**src/hdl/ppu_pkg.sv**
```systemverilog
// Package for the picture processor CPU register port.
// Holds the transaction types, command codes and register numbers; no dependencies.
`default_nettype none

package ppu_pkg;

	// command codes
	localparam logic [1:0] CMD_READ   = 2'd0;
	localparam logic [1:0] CMD_WRITE  = 2'd1;
	localparam logic [1:0] CMD_STATUS = 2'd2;

	// register numbers (CPU address modulo 8)
	localparam logic [2:0] REG_CTRL   = 3'd0;
	localparam logic [2:0] REG_MASK   = 3'd1;
	localparam logic [2:0] REG_STATUS = 3'd2;
	localparam logic [2:0] REG_OAMADR = 3'd3;
	localparam logic [2:0] REG_OAMDAT = 3'd4;
	localparam logic [2:0] REG_SCROLL = 3'd5;
	localparam logic [2:0] REG_ADDR   = 3'd6;
	localparam logic [2:0] REG_DATA   = 3'd7;

	// data reads at or above the palette base bypass the read buffer
	localparam logic [15:0] PALETTE_BASE = 16'h3F00;

	typedef struct packed {
		logic [1:0] command;
		logic [2:0] reg_index;
		logic [7:0] write_data;
		logic [7:0] vram_data;
	} in_item_t;

	typedef struct packed {
		logic [7:0]  read_data;
		logic [15:0] vram_address;
		logic        vram_write;
		logic [7:0]  vram_write_data;
		logic        nmi;
		logic [2:0]  fine_x_scroll;
	} out_item_t;

endpackage

`default_nettype wire

```
**src/hdl/ppu_if.sv**
```systemverilog
// Handshake channel interfaces for the register port: request and result.
// No dependencies.
`default_nettype none

interface ppu_in_if;
	logic       valid;
	logic       ready;
	logic [1:0] command;
	logic [2:0] reg_index;
	logic [7:0] write_data;
	logic [7:0] vram_data;

	modport source (output valid, command, reg_index, write_data, vram_data, input ready);
	modport sink (input valid, command, reg_index, write_data, vram_data, output ready);
endinterface

interface ppu_out_if;
	logic        valid;
	logic        ready;
	logic [7:0]  read_data;
	logic [15:0] vram_address;
	logic        vram_write;
	logic [7:0]  vram_write_data;
	logic        nmi;
	logic [2:0]  fine_x_scroll;

	modport source (output valid, read_data, vram_address, vram_write, vram_write_data, nmi,
		fine_x_scroll, input ready);
	modport sink (input valid, read_data, vram_address, vram_write, vram_write_data, nmi,
		fine_x_scroll, output ready);
endinterface

`default_nettype wire

```
**src/hdl/ppu_in_stage.sv**
```systemverilog
// Input register stage: captures one request transaction per cycle unless stalled.
// Depends on ppu_pkg.
`default_nettype none

module ppu_in_stage (
	input  wire logic             clk,
	input  wire logic             arst_n,
	input  wire logic             in_valid,
	output logic                  in_ready,
	input  wire ppu_pkg::in_item_t in_item,
	input  wire logic             advance,
	output logic                  valid_s1,
	output ppu_pkg::in_item_t     item_s1
);
	import ppu_pkg::*;

	// stage accepts when empty or when its content moves on this cycle
	assign in_ready = !valid_s1 || advance;

	always_ff @(posedge clk or negedge arst_n) begin
		if (!arst_n) begin
			valid_s1 <= 1'b0;
		end else if (in_ready) begin
			valid_s1 <= in_valid;
		end
	end

	always_ff @(posedge clk) begin
		if (in_ready && in_valid) begin
			item_s1 <= in_item;
		end
	end
endmodule

`default_nettype wire

```
**src/hdl/ppu_reg_core.sv**
```systemverilog
// Register file and loopy scroll/address logic; builds one result per request.
// Depends on ppu_pkg.
`default_nettype none

module ppu_reg_core (
	input  wire logic              clk,
	input  wire logic              arst_n,
	input  wire logic              fire,
	input  wire ppu_pkg::in_item_t item,
	output ppu_pkg::out_item_t     result
);
	import ppu_pkg::*;

	logic [7:0]  control_q, mask_q, status_q, sprite_addr_q, sprite_data_q, rbuf_q;
	logic [14:0] t_q;
	logic [15:0] v_q;
	logic [2:0]  fine_x_q;
	logic        toggle_q;

	logic [7:0]  control_d, mask_d, status_d, sprite_addr_d, sprite_data_d, rbuf_d;
	logic [14:0] t_d;
	logic [15:0] v_d;
	logic [2:0]  fine_x_d;
	logic        toggle_d;
	logic [15:0] v_step;
	logic [7:0]  d;

	assign d      = item.write_data;
	assign v_step = control_q[2] ? 16'd32 : 16'd1;

	// next state and result for the request in stage 1
	always_comb begin
		control_d     = control_q;
		mask_d        = mask_q;
		status_d      = status_q;
		sprite_addr_d = sprite_addr_q;
		sprite_data_d = sprite_data_q;
		rbuf_d        = rbuf_q;
		t_d           = t_q;
		v_d           = v_q;
		fine_x_d      = fine_x_q;
		toggle_d      = toggle_q;
		result        = '0;
		result.vram_address = v_q;

		case (item.command)
			CMD_READ: begin
				case (item.reg_index)
					REG_STATUS: begin
						result.read_data = status_q;
						status_d[7]      = 1'b0;
						toggle_d         = 1'b0;
					end
					REG_OAMDAT: result.read_data = sprite_data_q;
					REG_DATA: begin
						result.read_data = (v_q >= PALETTE_BASE) ? item.vram_data : rbuf_q;
						rbuf_d           = item.vram_data;
						v_d              = v_q + v_step;
					end
					default: ;
				endcase
			end
			CMD_WRITE: begin
				case (item.reg_index)
					REG_CTRL: begin
						control_d     = d;
						t_d[11:10]    = d[1:0];
						result.nmi    = !control_q[7] && d[7] && status_q[7];
					end
					REG_MASK:   mask_d = d;
					REG_OAMADR: sprite_addr_d = d;
					REG_OAMDAT: begin
						sprite_data_d = d;
						sprite_addr_d = sprite_addr_q + 8'd1;
					end
					REG_SCROLL: begin
						if (toggle_q) begin
							t_d[14:12] = d[2:0];
							t_d[9:5]   = d[7:3];
						end else begin
							fine_x_d = d[2:0];
							t_d[4:0] = d[7:3];
						end
						toggle_d = !toggle_q;
					end
					REG_ADDR: begin
						if (toggle_q) begin
							t_d[7:0] = d;
							v_d      = {1'b0, t_q[14:8], d};
						end else begin
							t_d[14]   = 1'b0;
							t_d[13:8] = d[5:0];
						end
						toggle_d = !toggle_q;
					end
					REG_DATA: begin
						result.vram_write      = 1'b1;
						result.vram_write_data = d;
						v_d                    = v_q + v_step;
					end
					default: ;
				endcase
			end
			CMD_STATUS: status_d = d;
			default: ;
		endcase

		result.fine_x_scroll = fine_x_d;
	end

	// architectural state updates once per transaction
	always_ff @(posedge clk or negedge arst_n) begin
		if (!arst_n) begin
			control_q     <= '0;
			mask_q        <= '0;
			status_q      <= '0;
			sprite_addr_q <= '0;
			sprite_data_q <= '0;
			rbuf_q        <= '0;
			t_q           <= '0;
			v_q           <= '0;
			fine_x_q      <= '0;
			toggle_q      <= 1'b0;
		end else if (fire) begin
			control_q     <= control_d;
			mask_q        <= mask_d;
			status_q      <= status_d;
			sprite_addr_q <= sprite_addr_d;
			sprite_data_q <= sprite_data_d;
			rbuf_q        <= rbuf_d;
			t_q           <= t_d;
			v_q           <= v_d;
			fine_x_q      <= fine_x_d;
			toggle_q      <= toggle_d;
		end
	end
endmodule

`default_nettype wire

```
**src/hdl/ppu_out_stage.sv**
```systemverilog
// Result register: holds one result transaction until the sink takes it.
// Depends on ppu_pkg.
`default_nettype none

module ppu_out_stage (
	input  wire logic               clk,
	input  wire logic               arst_n,
	input  wire logic               load,
	input  wire ppu_pkg::out_item_t result,
	output logic                    can_load,
	output logic                    out_valid,
	input  wire logic               out_ready,
	output ppu_pkg::out_item_t      out_item
);
	import ppu_pkg::*;

	out_item_t item_q;
	logic      valid_q;

	assign can_load  = !valid_q || out_ready;
	assign out_valid = valid_q;
	assign out_item  = item_q;

	always_ff @(posedge clk or negedge arst_n) begin
		if (!arst_n) begin
			valid_q <= 1'b0;
		end else if (can_load) begin
			valid_q <= load;
		end
	end

	always_ff @(posedge clk) begin
		if (can_load && load) begin
			item_q <= result;
		end
	end
endmodule

`default_nettype wire

```
**src/hdl/ppu_cpu_register_port.sv**
```systemverilog
// Top level of the picture processor CPU register port.
// Depends on ppu_pkg, ppu_if, ppu_in_stage, ppu_reg_core and ppu_out_stage.
//
//   channel   direction  payload
//   req       in         command, reg_index, write_data, vram_data
//   rsp       out        read_data, vram_address, vram_write, vram_write_data,
//                        nmi, fine_x_scroll
//
// One transaction per cycle sustained while the sink takes results; a request
// passes through the input register, then the result register, before its
// result is offered.
// Register state updates when a request moves from the input register into
// the result register. Reset clears the core register state and both valid flags.
// A stalled result holds in the result register; the input register still takes
// a request while it is empty or the result register is free or being drained.
`default_nettype none

module ppu_cpu_register_port (
	input  wire logic clk,
	input  wire logic arst_n,
	ppu_in_if.sink    req,
	ppu_out_if.source rsp
);
	import ppu_pkg::*;

	in_item_t  in_item, item_s1;
	out_item_t result, out_item;
	logic      valid_s1, can_load;

	assign in_item.command    = req.command;
	assign in_item.reg_index  = req.reg_index;
	assign in_item.write_data = req.write_data;
	assign in_item.vram_data  = req.vram_data;

	ppu_in_stage u_in (
		.clk      (clk),
		.arst_n   (arst_n),
		.in_valid (req.valid),
		.in_ready (req.ready),
		.in_item  (in_item),
		.advance  (can_load),
		.valid_s1 (valid_s1),
		.item_s1  (item_s1)
	);

	ppu_reg_core u_core (
		.clk    (clk),
		.arst_n (arst_n),
		.fire   (valid_s1 && can_load),
		.item   (item_s1),
		.result (result)
	);

	ppu_out_stage u_out (
		.clk       (clk),
		.arst_n    (arst_n),
		.load      (valid_s1),
		.result    (result),
		.can_load  (can_load),
		.out_valid (rsp.valid),
		.out_ready (rsp.ready),
		.out_item  (out_item)
	);

	assign rsp.read_data       = out_item.read_data;
	assign rsp.vram_address    = out_item.vram_address;
	assign rsp.vram_write      = out_item.vram_write;
	assign rsp.vram_write_data = out_item.vram_write_data;
	assign rsp.nmi             = out_item.nmi;
	assign rsp.fine_x_scroll   = out_item.fine_x_scroll;
endmodule

`default_nettype wire
```
**src/flat_wrapper.sv**
```systemverilog
// flat-port wrapper written by rule: the top's interface ports become plain ports
module ppu_cpu_register_port_flat import ppu_pkg::*;
  (clk, arst_n, req_valid, req_command, req_reg_index, req_write_data, req_vram_data, req_ready, rsp_valid, rsp_read_data, rsp_vram_address, rsp_vram_write, rsp_vram_write_data, rsp_nmi, rsp_fine_x_scroll, rsp_ready);
  ppu_in_if req_i ();
  ppu_out_if rsp_i ();
  input  wire logic clk;
  input  wire logic arst_n;
  input wire logic [$bits(req_i.valid)-1:0] req_valid;
  input wire logic [$bits(req_i.command)-1:0] req_command;
  input wire logic [$bits(req_i.reg_index)-1:0] req_reg_index;
  input wire logic [$bits(req_i.write_data)-1:0] req_write_data;
  input wire logic [$bits(req_i.vram_data)-1:0] req_vram_data;
  output wire logic [$bits(req_i.ready)-1:0] req_ready;
  output wire logic [$bits(rsp_i.valid)-1:0] rsp_valid;
  output wire logic [$bits(rsp_i.read_data)-1:0] rsp_read_data;
  output wire logic [$bits(rsp_i.vram_address)-1:0] rsp_vram_address;
  output wire logic [$bits(rsp_i.vram_write)-1:0] rsp_vram_write;
  output wire logic [$bits(rsp_i.vram_write_data)-1:0] rsp_vram_write_data;
  output wire logic [$bits(rsp_i.nmi)-1:0] rsp_nmi;
  output wire logic [$bits(rsp_i.fine_x_scroll)-1:0] rsp_fine_x_scroll;
  input wire logic [$bits(rsp_i.ready)-1:0] rsp_ready;
  assign req_i.valid = req_valid;
  assign req_i.command = req_command;
  assign req_i.reg_index = req_reg_index;
  assign req_i.write_data = req_write_data;
  assign req_i.vram_data = req_vram_data;
  assign req_ready = req_i.ready;
  assign rsp_valid = rsp_i.valid;
  assign rsp_read_data = rsp_i.read_data;
  assign rsp_vram_address = rsp_i.vram_address;
  assign rsp_vram_write = rsp_i.vram_write;
  assign rsp_vram_write_data = rsp_i.vram_write_data;
  assign rsp_nmi = rsp_i.nmi;
  assign rsp_fine_x_scroll = rsp_i.fine_x_scroll;
  assign rsp_i.ready = rsp_ready;
  ppu_cpu_register_port u_core (.clk(clk), .arst_n(arst_n), .req(req_i), .rsp(rsp_i));
endmodule
```
**config.mk**
```make
export PLATFORM = sky130hd
export DESIGN_NAME = ppu_cpu_register_port_flat
export DESIGN_NICKNAME = d
export VERILOG_FILES = /design/src/hdl/ppu_pkg.sv /design/src/hdl/ppu_if.sv /design/src/hdl/ppu_in_stage.sv /design/src/hdl/ppu_reg_core.sv /design/src/hdl/ppu_out_stage.sv /design/src/hdl/ppu_cpu_register_port.sv /design/src/flat_wrapper.sv
export SDC_FILE = /design/constraint.sdc
export NUM_CORES = 1
export LEC_CHECK = 0
export BUFFER_PORTS_ARGS = -buffer_cell sky130_fd_sc_hd__buf_2
export CELL_PAD_IN_SITES_DETAIL_PLACEMENT = 1
export CELL_PAD_IN_SITES_GLOBAL_PLACEMENT = 2
export CORE_MARGIN = 3
export CORE_UTILIZATION = 43
export DETAILED_ROUTE_END_ITERATION = 16
export PLACE_DENSITY_LB_ADDON = 0.1
export SYNTH_ARGS = -nofsm -noshare
export SYNTH_HDL_FRONTEND = slang
export SYNTH_HIERARCHICAL = 1
export SYNTH_SLANG_ARGS = --single-unit
```
**constraint.sdc**
```tcl
create_clock -name clk -period 3 [get_ports clk]
set_input_delay 0.6 -clock clk [delete_from_list [all_inputs] [get_ports clk]]
set_output_delay 0.6 -clock clk [all_outputs]
set_load 0.1 [all_outputs]
```
==> impl_results.md, run 1 <==
* Status: complete, no violations
* Post-DP HPWL at 8210 um
* Most common cell on crit path: ha_1
* Pre-Repair DR Iteration Count at 4
* Clock slew at reported path FFs at 0.05 ns
* R2R depth at 7
* Gate Count Post-Synth at 372
* Met3 Wirelength at 513 um
* Mapped Area at 0.00494 mm2
* FFs w/ async S/R, synth at 48.7%
* Area leader, netlist: edfxtp_1
* FF-to-FF setup slack at 0.60 ns
* Overall power at 5.17 mW
* RSZ-0062 raised after global routing: no
* Final Wtd Congestion at 0.781
* Number of synthesized flops with an enable pin at 58
* Clk_lat worst skew at 0.41 ns
* Largest net degree at the start of global routing at 38
* Worst Setup SP: u_core/u_core/control_q[2]
* Final Hold Vio Count at 0
* Power per cell area at 856 mW/mm2
* Setup bufs post-CTS at 0
* Commonest cells in the netlist: 58 x edfxtp_1, 55 x dfrtp_1, 33 x mux2_2, 19 x nor2_1, 17 x nand2_1
* CTS Sinks at 113
* Via count of the routed design at 3427
* CTS Hold Bufs at 0
* Area contributors post-synth: edfxtp_1 35%, dfrtp_1 28%, mux2_2 7.5%
* Worst Path Arrival at 2.64 ns
* Num CTS Buffers at 17
* DRC violations left at 0
* Critical path's slowest cell: o31ai_1
* Mapped Nets at 400
* Slowest Stage Delay on Critical Path at 0.57 ns
* Final non-filler cell area at 0.00604 mm2
* Synth Warn # at 6
* Seq cells post-synth at 113
* Synth cell types at 59
* CTS Buffer Depth at 2
* N_diodes at 0
* Die area at 0.0128 mm2
* Finished Layout Cells at 599
* Syn avg cell area at 13.3 um2
* Fin crit share at 80.1%
* Syn-to-layout area delta at 22.2%
* Final Slew Violations at 0
* Dominant synthesized flop cell: edfxtp_1
* Post-cts resize count at 0
* Crit-path cells: inv_1, ha_1, ha_1, nand2_1, o31ai_1, nand2b_1, o311ai_0
* CTS tree: yes
* Setup Total Neg Slack at 0 ns
* Final ANT Viol Nets at 0
* Max Cap Violations at 0
* Share of the synthesized area in the top cell type at 35.2%
* GR Overflow Total at 0
* Top-count cell post-synth: edfxtp_1
* Die height at 113 um
* M1 WL at 5480 um
* Initial antenna violation count at 0
* Relative slew slack at 51.5%
* Total Nets Final at 474
* GRT Total Usage at 20.7%
* Skew final at 0.00862 ns
* HP Class: in -> async
* Final Util at 54.7%
* Initial Util at 44.8%
* Worst EP required at 3.24 ns
* Tmin final at 2.40 ns
* Achievable Freq at 416 MHz
* Cell row count at 38
* Peak fanout along the critical path at 4
* CTS H-tree lvls at 4
* Crit path capture type: register
* First-pass GRT wire length at 20200 um
* Share of cells above drive strength 1 at 32.0%
* IO Pins at 64
* Total Wirelength at 12400 um
* PortBufs at 63
* Max VDD drop at 366 uV
* P_leak at 2.54 nW
* Root Buffer: clkbuf_16
* Vias per inst at 5.72
* Die W at 113 um
* # setup viols final at 0
* Reg-to-reg endpoint: u_core/u_core/v_q[14]
* Number of global-route vias before repair at 3661
* Metal2 WL at 6180 um
* R2R Path Start: u_core/u_core/control_q[2]
* Kind of critical path: reg -> reg
* Top Layer Used: met4
* Placed cell area at 0.00543 mm2
* Register area share after synthesis at 63.1%
* Crit start category: register
* Core Footprint at 0.0110 mm2
* WL/cell at 20.7 um
* Worst-margin pin slew at 0.727 ns
* Drt first-iter violations at 145
* Post-Place Cells at 567
[worst max path at each step]
stage / end / cells past startpoint
final: u_core/u_core/v_q[14] / 7
after global routing: u_core/u_core/v_q[14] / 7
after CTS: u_core/u_core/v_q[14] / 7
after detailed placement: u_core/u_core/rbuf_q[0] / 7
after global placement: u_core/u_core/rbuf_q[2] / 7
after floorplan: u_core/u_core/rbuf_q[0] / 7
[cells in the final DEF, fill, tap and decap left out, drive strengths merged, types with 2 or more instances in the layout]
cell type,count
mux2,33
edfxtp,58
nor3,12
and2,3
dfrtp,55
buf,71
and3,13
a211oi,3
nand3,12
mux2i,16
o22ai,9
nand3b,4
a31oi,4
a311oi,2
clkbuf,20
nand2,17
a21oi,10
nor4,3
inv,10
or4,3
nor2b,4
o211ai,4
nand4,4
ha,3
nand4b,2
clkinv,7
a22oi,13
nand2b,7
o31ai,2
o311ai,3
bufinv,4
or2,3
o21ai,7
nor2,21
nor4b,2
[registers in the layout, indices dropped and copies added (netlist names)]
register                     count
u_core/u_out/out_item           37
u_core/u_in/item_s1             21
u_core/u_core/v_q               16
u_core/u_core/rbuf_q             8
u_core/u_core/sprite_data_q      8
u_core/u_core/status_q           8
u_core/u_core/t_q                7
u_core/u_core/fine_x_q           3
u_core/u_core/control_q          2
u_core/u_core/toggle_q           1
u_core/u_in/valid_s1             1
u_core/u_out/out_valid           1
[area by class of cell]
class	count	area [um2]
clock buffer	20	447
tap	140	175
clock inverter	12	164
fill	1111	4990
inverter	10	37.5
sequential	113	3120
timing repair buffer	71	388
multi-input combinational	233	1710
[power by group]
group / internal (mW) / leakage [nW] / switching, mW
registers: 1.91 / 1.21 / 0.203
logic: 0.284 / 1.03 / 0.675
clock network: 1.40 / 0.299 / 0.691
[per-layer routing]
metal | GRT usage, % | vias up
li1 | - | 1580
met4 | 7.45 | 0
met2 | 33.7 | 92
met5 | 0 | -
met3 | 5.51 | 20
met1 | 26.8 | 1735
[critical path, delay by kind of cell (launching register included)]
family | cells | cell delay (ns)
simple gates | 2 | 0.24
buf+inv | 1 | 0.06
flops | 1 | 0.40
fa+ha+maj | 2 | 0.43
compound gates | 2 | 1.10
[per-stage QoR]
stage / setup WS [ns] / hold slack (ns)
after floorplan: 0.590 / 0.304
after global routing: 0.425 / 0.258
after global placement: 0.590 / 0.471
after CTS: 0.619 / 0.241
after detailed placement: 0.555 / 0.479
final: 0.598 / 0.224
[kinds of logic after synthesis]
| family | share of synthesized area, % |
|---|---|
| and+or+nand+nor | 13.4 |
| DFF | 63.1 |
| AOI/OAI and AO/OA | 9.49 |
| muxes | 10.8 |
| buffers and inverters | 2.33 |
| adders and majority gates | 0.760 |
| xor gates and xnor gates | 0.177 |
Power figures use the tool's default switching activity.
==> run 2, diff against run 1 <==
--- a/config.mk
+++ b/config.mk
@@ -9,7 +9,7 @@
 export CELL_PAD_IN_SITES_DETAIL_PLACEMENT = 1
 export CELL_PAD_IN_SITES_GLOBAL_PLACEMENT = 2
 export CORE_MARGIN = 3
-export CORE_UTILIZATION = 43
+export CORE_UTILIZATION = 40
 export DETAILED_ROUTE_END_ITERATION = 16
 export PLACE_DENSITY_LB_ADDON = 0.1
 export SYNTH_ARGS = -nofsm -noshare
==> constraint.sdc (replaced) <==
create_clock -name clk -period 2.4 [get_ports clk]
set_input_delay 0.48 -clock clk [delete_from_list [all_inputs] [get_ports clk]]
set_output_delay 0.48 -clock clk [all_outputs]
set_load 0.1 [all_outputs]
==> run 2 against run 1 <==
  * Clock power is 13% higher
  * Non-clock buffer count rose by 6
  * Cell area up 0.46%
  * Clock skew is 0.0030 ns lower
  * Sequential power is 25% higher
  * Setup slack lost 0.40 ns
  * Total power rose by 21%
  * Sequential cell count unchanged
  * Critical path depth down 4
  * Combinational power up 26%
  * Global-route usage decreased by 0.56 points
  * Sequential share of layout area shrank 0.21 points
==> impl_results.md, run 2 (same netlist as run 1, synthesis figures left out) <==
* Worst EP required at 2.64 ns (-0.60 ns)
* Die area at 0.0137 mm2 (+7.1%)
* Crit path max-delay family: compound AO/OA/AOI/OAI gates
* Clk_lat worst skew at 0.41 ns (about the same)
* CTS H-tree lvls at 4 (unchanged)
* Crit path buf inv count at 0 (-1)
* Status: complete, no violations
* Initial Util at 42.0% (-2.8 points)
* Kind of critical path: reg -> reg
* Cell row count at 39 (+2.6%)
* CTS Buffer Depth at 2 (unchanged)
* Multi-input gate area at 0.00171 mm2 (unchanged)
* HP Class: in -> async
* Worst Path Arrival at 2.44 ns (-0.20 ns)
* Crit start category: register
* Setup Total Neg Slack at 0 ns (unchanged)
* Vias per inst at 5.40 (-5.7%)
* P_leak at 2.55 nW (+0.45%)
* Clock slew at reported path FFs at 0.05 ns (about the same)
* Crit-path cells: nor2b_1, o21ai_1, o22ai_1
* IO Pins at 64 (unchanged)
* Final Util at 51.6% (-3.2 points)
* Most frequent cells in the layout: 63 x buf_2, 58 x edfxtp_1, 54 x dfrtp_1
* N_diodes at 0 (unchanged)
* Drt first-iter violations at 167 (+15%)
* Achievable Freq at 455 MHz (+9.2%)
* Pre-Repair DR Iteration Count at 5 (+1)
* DRC violations left at 0 (unchanged)
* Setup bufs post-CTS at 0 (unchanged)
* Final Slew Violations at 0 (unchanged)
* Worst-margin pin slew at 0.752 ns (+0.0254 ns)
* Core Footprint at 0.0118 mm2 (+6.6%)
* Initial antenna violation count at 0 (unchanged)
* Final ANT Viol Nets at 0 (unchanged)
* Largest net degree at the start of global routing at 38 (unchanged)
* Power per cell area at 1030 mW/mm2 (+20%)
* GRT Total Usage at 20.1% (-0.56 points)
* Total Nets Final at 480 (+1.3%)
* Post-Place Cells at 597 (+5.3%)
* Share of cells above drive strength 1 at 33.3% (+1.3 points)
* Tmin final at 2.20 ns (-0.203 ns)
* RSZ-0062 raised after global routing: no
* Crit path capture type: register
* Via count of the routed design at 3394 (-0.96%)
* Flip-flop count of the largest register after layout at 37 (unchanged)
* Number of global-route vias before repair at 3799 (+3.8%)
* Layout fillers at 1217 (+9.5%)
* Final Hold Vio Count at 0 (unchanged)
* PortBufs at 63 (unchanged)
* Max Cap Violations at 0 (unchanged)
* Peak fanout along the critical path at 14 (+10)
* First-pass GRT wire length at 20400 um (+1.4%)
* Finished Layout Cells at 629 (+5.0%)
* CTS tree: yes
* Syn-to-layout area delta at 22.7%
* Skew final at 0.00563 ns (-0.00299 ns)
* Root Buffer: clkbuf_16
* Relative slew slack at 49.8% (-1.7 points)
* Commonest non-fill, non-tap cell in the layout: buf_2
* Total Wirelength at 12600 um (+1.5%)
* Final Wtd Congestion at 0.810 (+3.6%)
* Fin crit share at 91.6% (+12 points)
* Max VDD drop at 510 uV (+39%)
* GR Overflow Total at 0 (unchanged)
* # setup viols final at 0 (unchanged)
* CTS Hold Bufs at 0 (unchanged)
* Die W at 117 um (+3.5%)
* CTS Sinks at 113 (unchanged)
* Slowest Stage Delay on Critical Path at 0.68 ns (+0.11 ns)
* Post-DP HPWL at 8460 um (+3.0%)
* Critical path's slowest cell: nor2b_1
* Die height at 117 um (+3.5%)
* Post-cts resize count at 0 (unchanged)
* WL/cell at 20.0 um (-3.3%)
* Num CTS Buffers at 17 (unchanged)
* Reg area at 0.00312 mm2 (about the same)
* FF-to-FF setup slack at 0.20 ns (-0.40 ns)
## run 2: cell types whose count changed in the layout (fill, tap and decap cells not counted)
cell       delta
buf_4         +6
clkinv_2      +3
bufinv_16     -2
clkbuf_1      -1
dfrtp_1       -1
dfrtp_2       +1
## run 2: path summary, 6_finish.rpt
check / cells past startpoint / to / from
max: 3 / u_core/u_out/out_item[32] / u_core/u_in/item_s1[17]
min: 1 / u_core/u_core/rbuf_q[5] / arst_n
max reg2reg: 3 / u_core/u_out/out_item[32] / u_core/u_in/item_s1[17]
min reg2reg: 0 / u_core/u_out/out_item[13] / u_core/u_core/v_q[0]
max in group asynchronous: 2 / u_core/u_core/v_q[3] / arst_n
min in group clk: 1 / u_core/u_in/item_s1[1] / req_vram_data[1]
## run 2: per-stage QoR
step                      hold slack [ns]  power [mW]  cell area, um2  setup slack [ns]
after global routing               0.0647        6.53            6070            0.0236
final                              0.0381        6.23            6070             0.201
after CTS                          0.0384        6.30            6070             0.208
after detailed placement            0.476        3.88            5500             0.161
after floorplan                     0.184        3.56            4940             0.207
after global placement              0.474        3.84            5500             0.211
## run 2: per-layer routing
metal  routed length (um)  global-route usage [%]
met1                 5790                    26.5
met2                 6030                    31.9
met3                  637                    6.38
met4                  142                    6.35
met5                    0                       0
## run 2: final cells by class
class,instances,share of cell area [%]
Inverter,10,0.619
Clock inverter,13,1.96
Clock buffer,19,7.30
Timing Repair Buffer,77,7.14
Sequential cell,113,51.4
Tap cell,164,3.38
Multi-Input combinational cell,233,28.2
## run 2: power by group
part           total [mW]  internal [mW]  switching, mW  leakage (nW)
Combinational        1.21          0.362          0.844          1.06
Clock                2.37           1.53          0.840         0.281
Sequential           2.65           2.39          0.259          1.21
==> run 3, diff against run 2 <==
--- a/config.mk
+++ b/config.mk
@@ -5,11 +5,12 @@
 export SDC_FILE = /design/constraint.sdc
 export NUM_CORES = 1
 export LEC_CHECK = 0
+export ABC_AREA = 1
 export BUFFER_PORTS_ARGS = -buffer_cell sky130_fd_sc_hd__buf_2
 export CELL_PAD_IN_SITES_DETAIL_PLACEMENT = 1
 export CELL_PAD_IN_SITES_GLOBAL_PLACEMENT = 2
 export CORE_MARGIN = 3
-export CORE_UTILIZATION = 40
+export CORE_UTILIZATION = 36
 export DETAILED_ROUTE_END_ITERATION = 16
 export PLACE_DENSITY_LB_ADDON = 0.1
 export SYNTH_ARGS = -nofsm -noshare
==> run 3 against run 2 <==
  * Via count grew 18%
  * Setup slack gained 0.17 ns
  * Global-route usage shrank 1.6 points
  * Critical endpoint is now req_ready
  * Sequential cell count is the same
  * Cell area grew 4.8%
  * Count of clock-buffer cells in the layout grew 1
  * First-iteration DRC count grew 38%
  * Area after synthesis grew 3.0%
  * Core utilization shrank 4.7 points
  * Synthesized cell count grew 48%
==> impl_results.md, run 3 <==
* Status: complete, no violations
* P_leak at 2.93 nW (+15%)
* Synth Warn # at 6 (unchanged)
* Post-cts resize count at 0 (unchanged)
* CTS Buffer Depth at 2 (unchanged)
* Worst EP required at 1.92 ns (-0.72 ns)
* Syn avg cell area at 9.24 um2 (-30%)
* Fin crit share at 84.7% (-6.9 points)
* RSZ-0062 raised after global routing: no
* Max Cap Violations at 0 (unchanged)
* Relative slew slack at 62.3% (+13 points)
* Syn-to-layout area delta at 24.9%
* Worst-margin pin slew at 0.564 ns (-0.188 ns)
* Cell row count at 42 (+7.7%)
* Total Wirelength at 13700 um (+9.1%)
* Share of the synthesized area in the top cell type at 34.2% (-1.0 points)
* Gate Count Post-Synth at 551 (+48%)
* Placed cell area at 0.00564 mm2 (+2.4%)
* Clk_lat worst skew at 0.41 ns (about the same)
* IO Pins at 64 (unchanged)
* Clock slew at reported path FFs at 0.05 ns (about the same)
* GR Overflow Total at 0 (unchanged)
* Root Buffer: clkbuf_16
* PortBufs at 63 (unchanged)
* Largest net degree at the start of global routing at 29 (-24%)
* Worst Path Arrival at 1.55 ns (-0.89 ns)
* CTS tree: yes
* DRC violations left at 0 (unchanged)
* Share of cells above drive strength 1 at 19.1% (-14 points)
* Initial antenna violation count at 0 (unchanged)
* Die area at 0.0156 mm2 (+14%)
* CTS Sinks at 113 (unchanged)
* Worst Setup SP: u_core/u_out/out_valid
* Commonest non-fill, non-tap cell in the layout: nand2_1
* First-pass GRT wire length at 22500 um (+10%)
* N_diodes at 0 (unchanged)
* Crit start category: register
* Critical Path Stages at 4 (+1)
* Initial Util at 37.6% (-4.5 points)
* Area leader, netlist: edfxtp_1
* Crit path buf inv count at 2 (+2)
* Area contributors post-synth: edfxtp_1 34%, dfrtp_1 27%, nand2_1 11%
* Most frequent cells in the layout: 152 x nand2_1, 73 x inv_1, 63 x buf_2
* Setup bufs post-CTS at 0 (unchanged)
* Setup Total Neg Slack at 0 ns (unchanged)
* GRT Total Usage at 18.6% (-1.6 points)
* Max VDD drop at 486 uV (-4.6%)
* Critical Path Sink: req_ready
* Synth cell types at 28 (-53%)
* Post-DP HPWL at 9670 um (+14%)
* Kind of critical path: reg -> out
* CTS H-tree lvls at 4 (unchanged)
* # setup viols final at 0 (unchanged)
* Number of synthesized flops with an enable pin at 58 (unchanged)
* Overall power at 7.49 mW (+20%)
* Total Nets Final at 660 (+38%)
* Critical path's slowest cell: dfrtp_1
* Via count of the routed design at 4000 (+18%)
* Achievable Freq at 492 MHz (+8.2%)
* Commonest cells in the netlist: 152 x nand2_1, 73 x inv_1, 58 x edfxtp_1, 55 x dfrtp_1, 48 x nand3_1
* Gr busiest metal: met2
* Power per cell area at 1180 mW/mm2 (+15%)
* Flip-flop count of the largest register after layout at 37 (unchanged)
* Final ANT Viol Nets at 0 (unchanged)
* R2R Path Start: u_core/u_core/control_q[2]
* Number of global-route vias before repair at 4207 (+11%)
* Dominant synthesized flop cell: edfxtp_1
* Slowest Stage Delay on Critical Path at 0.43 ns (-0.25 ns)
* Met2 Usage GRT at 28.4% (-3.5 points)
* Final Util at 46.9% (-4.7 points)
* Register area share after synthesis at 61.2% (-1.9 points)
* Skew final at 0.00846 ns (+0.00283 ns)
* Peak fanout along the critical path at 3 (-11)
* Reg-to-reg endpoint: u_core/u_core/v_q[14]
* Final Hold Vio Count at 0 (unchanged)
* CTS Hold Bufs at 0 (unchanged)
* Met1 Usage GRT at 25.7% (-0.78 points)
* Seq cells post-synth at 113 (unchanged)
* Num CTS Buffers at 17 (unchanged)
* FFs w/ async S/R, synth at 48.7% (unchanged)
* Crit path max-delay family: buffers and inverters
* R2R depth at 12 (+9)
* Tmin final at 2.03 ns (-0.166 ns)
* Final non-filler cell area at 0.00636 mm2 (+4.8%)
* Core Footprint at 0.0136 mm2 (+15%)
* Vias per inst at 4.87 (-9.7%)
* Most common cell on crit path: nand2_1
* FF-to-FF setup slack at 0.38 ns (+0.18 ns)
* Top-count cell post-synth: nand2_1
* HP Class: in -> async
* Mapped Nets at 579 (+45%)
* Drt first-iter violations at 231 (+38%)
* Final Wtd Congestion at 0.760 (-6.1%)
* Die height at 125 um (+6.6%)
* Met3 usage at 5.97% (-0.41 points)
* Final Slew Violations at 0 (unchanged)
* Crit-path cells: nand2_1, inv_1, nand2_1, buf_2
* Pre-Repair DR Iteration Count at 4 (-1)
* Crit path capture type: output pin
* Die W at 125 um (+6.6%)
* Mapped Area at 0.00509 mm2 (+3.0%)
* WL/cell at 16.7 um (-16%)
[run 3: where the power goes]
part	switching [mW]	internal, mW	total, mW
logic	1.25	0.373	1.63
clock network	0.865	2.25	3.12
registers	0.276	2.47	2.74
[run 3: cells by family (layout without fill, tap and decap cells)]
group | count (synthesis) | after routing | share of synthesized area [%]
AOI/OAI and AO/OA | 83 | 83 | 8.70
DFF | 113 | 113 | 61.2
buffers and inverters | 94 | 188 | 7.62
adders and majority gates | 3 | 3 | 0.737
and+or+nand+nor | 258 | 258 | 21.7
[run 3: worst register-to-register path, delay by kind of cell, from the launching register on]
kind,cells,cell delay (ns)
simple gates,9,0.98
flops,1,0.41
buf+inv,1,0.10
fa+ha+maj,2,0.43
[run 3: stage by stage]
step | cells | setup WS [ns] | hold WS, ns
2_1_floorplan | 551 | 0.0279 | 0.184
3_3_place_gp | 789 | 0.373 | 0.466
3_5_place_dp | 789 | 0.230 | 0.469
4_1_cts | 821 | 0.333 | 0.0854
5_1_grt | 821 | 0.122 | 0.0891
6_report | 821 | 0.367 | 0.0845
[run 3: per-layer routing]
metal	up-vias	wire length [um]
li1	1954	-
met3	10	764
met1	1948	6660
met2	88	6180
met4	0	136
met5	-	0
[run 3: worst min-delay path by stage]
stage | from | end | depth (start not counted)
floorplan | arst_n | u_core/u_core/control_q[2] | 0
detailed placement | u_core/u_core/t_q[13] | u_core/u_core/t_q[13] | 2
global route | arst_n | u_core/u_core/rbuf_q[7] | 2
global placement | u_core/u_core/status_q[3] | u_core/u_core/status_q[3] | 2
finish | arst_n | u_core/u_core/rbuf_q[7] | 2
CTS | arst_n | u_core/u_core/rbuf_q[7] | 2
[run 3: layout make-up]
class                      count  area [um2]
clock buffer                  20         437
clock inverter                12         284
fill                        1571        7200
inverter                      84         315
multi-input combinational    344        1600
sequential                   113        3120
tap                          176         220
timing repair buffer          72         383
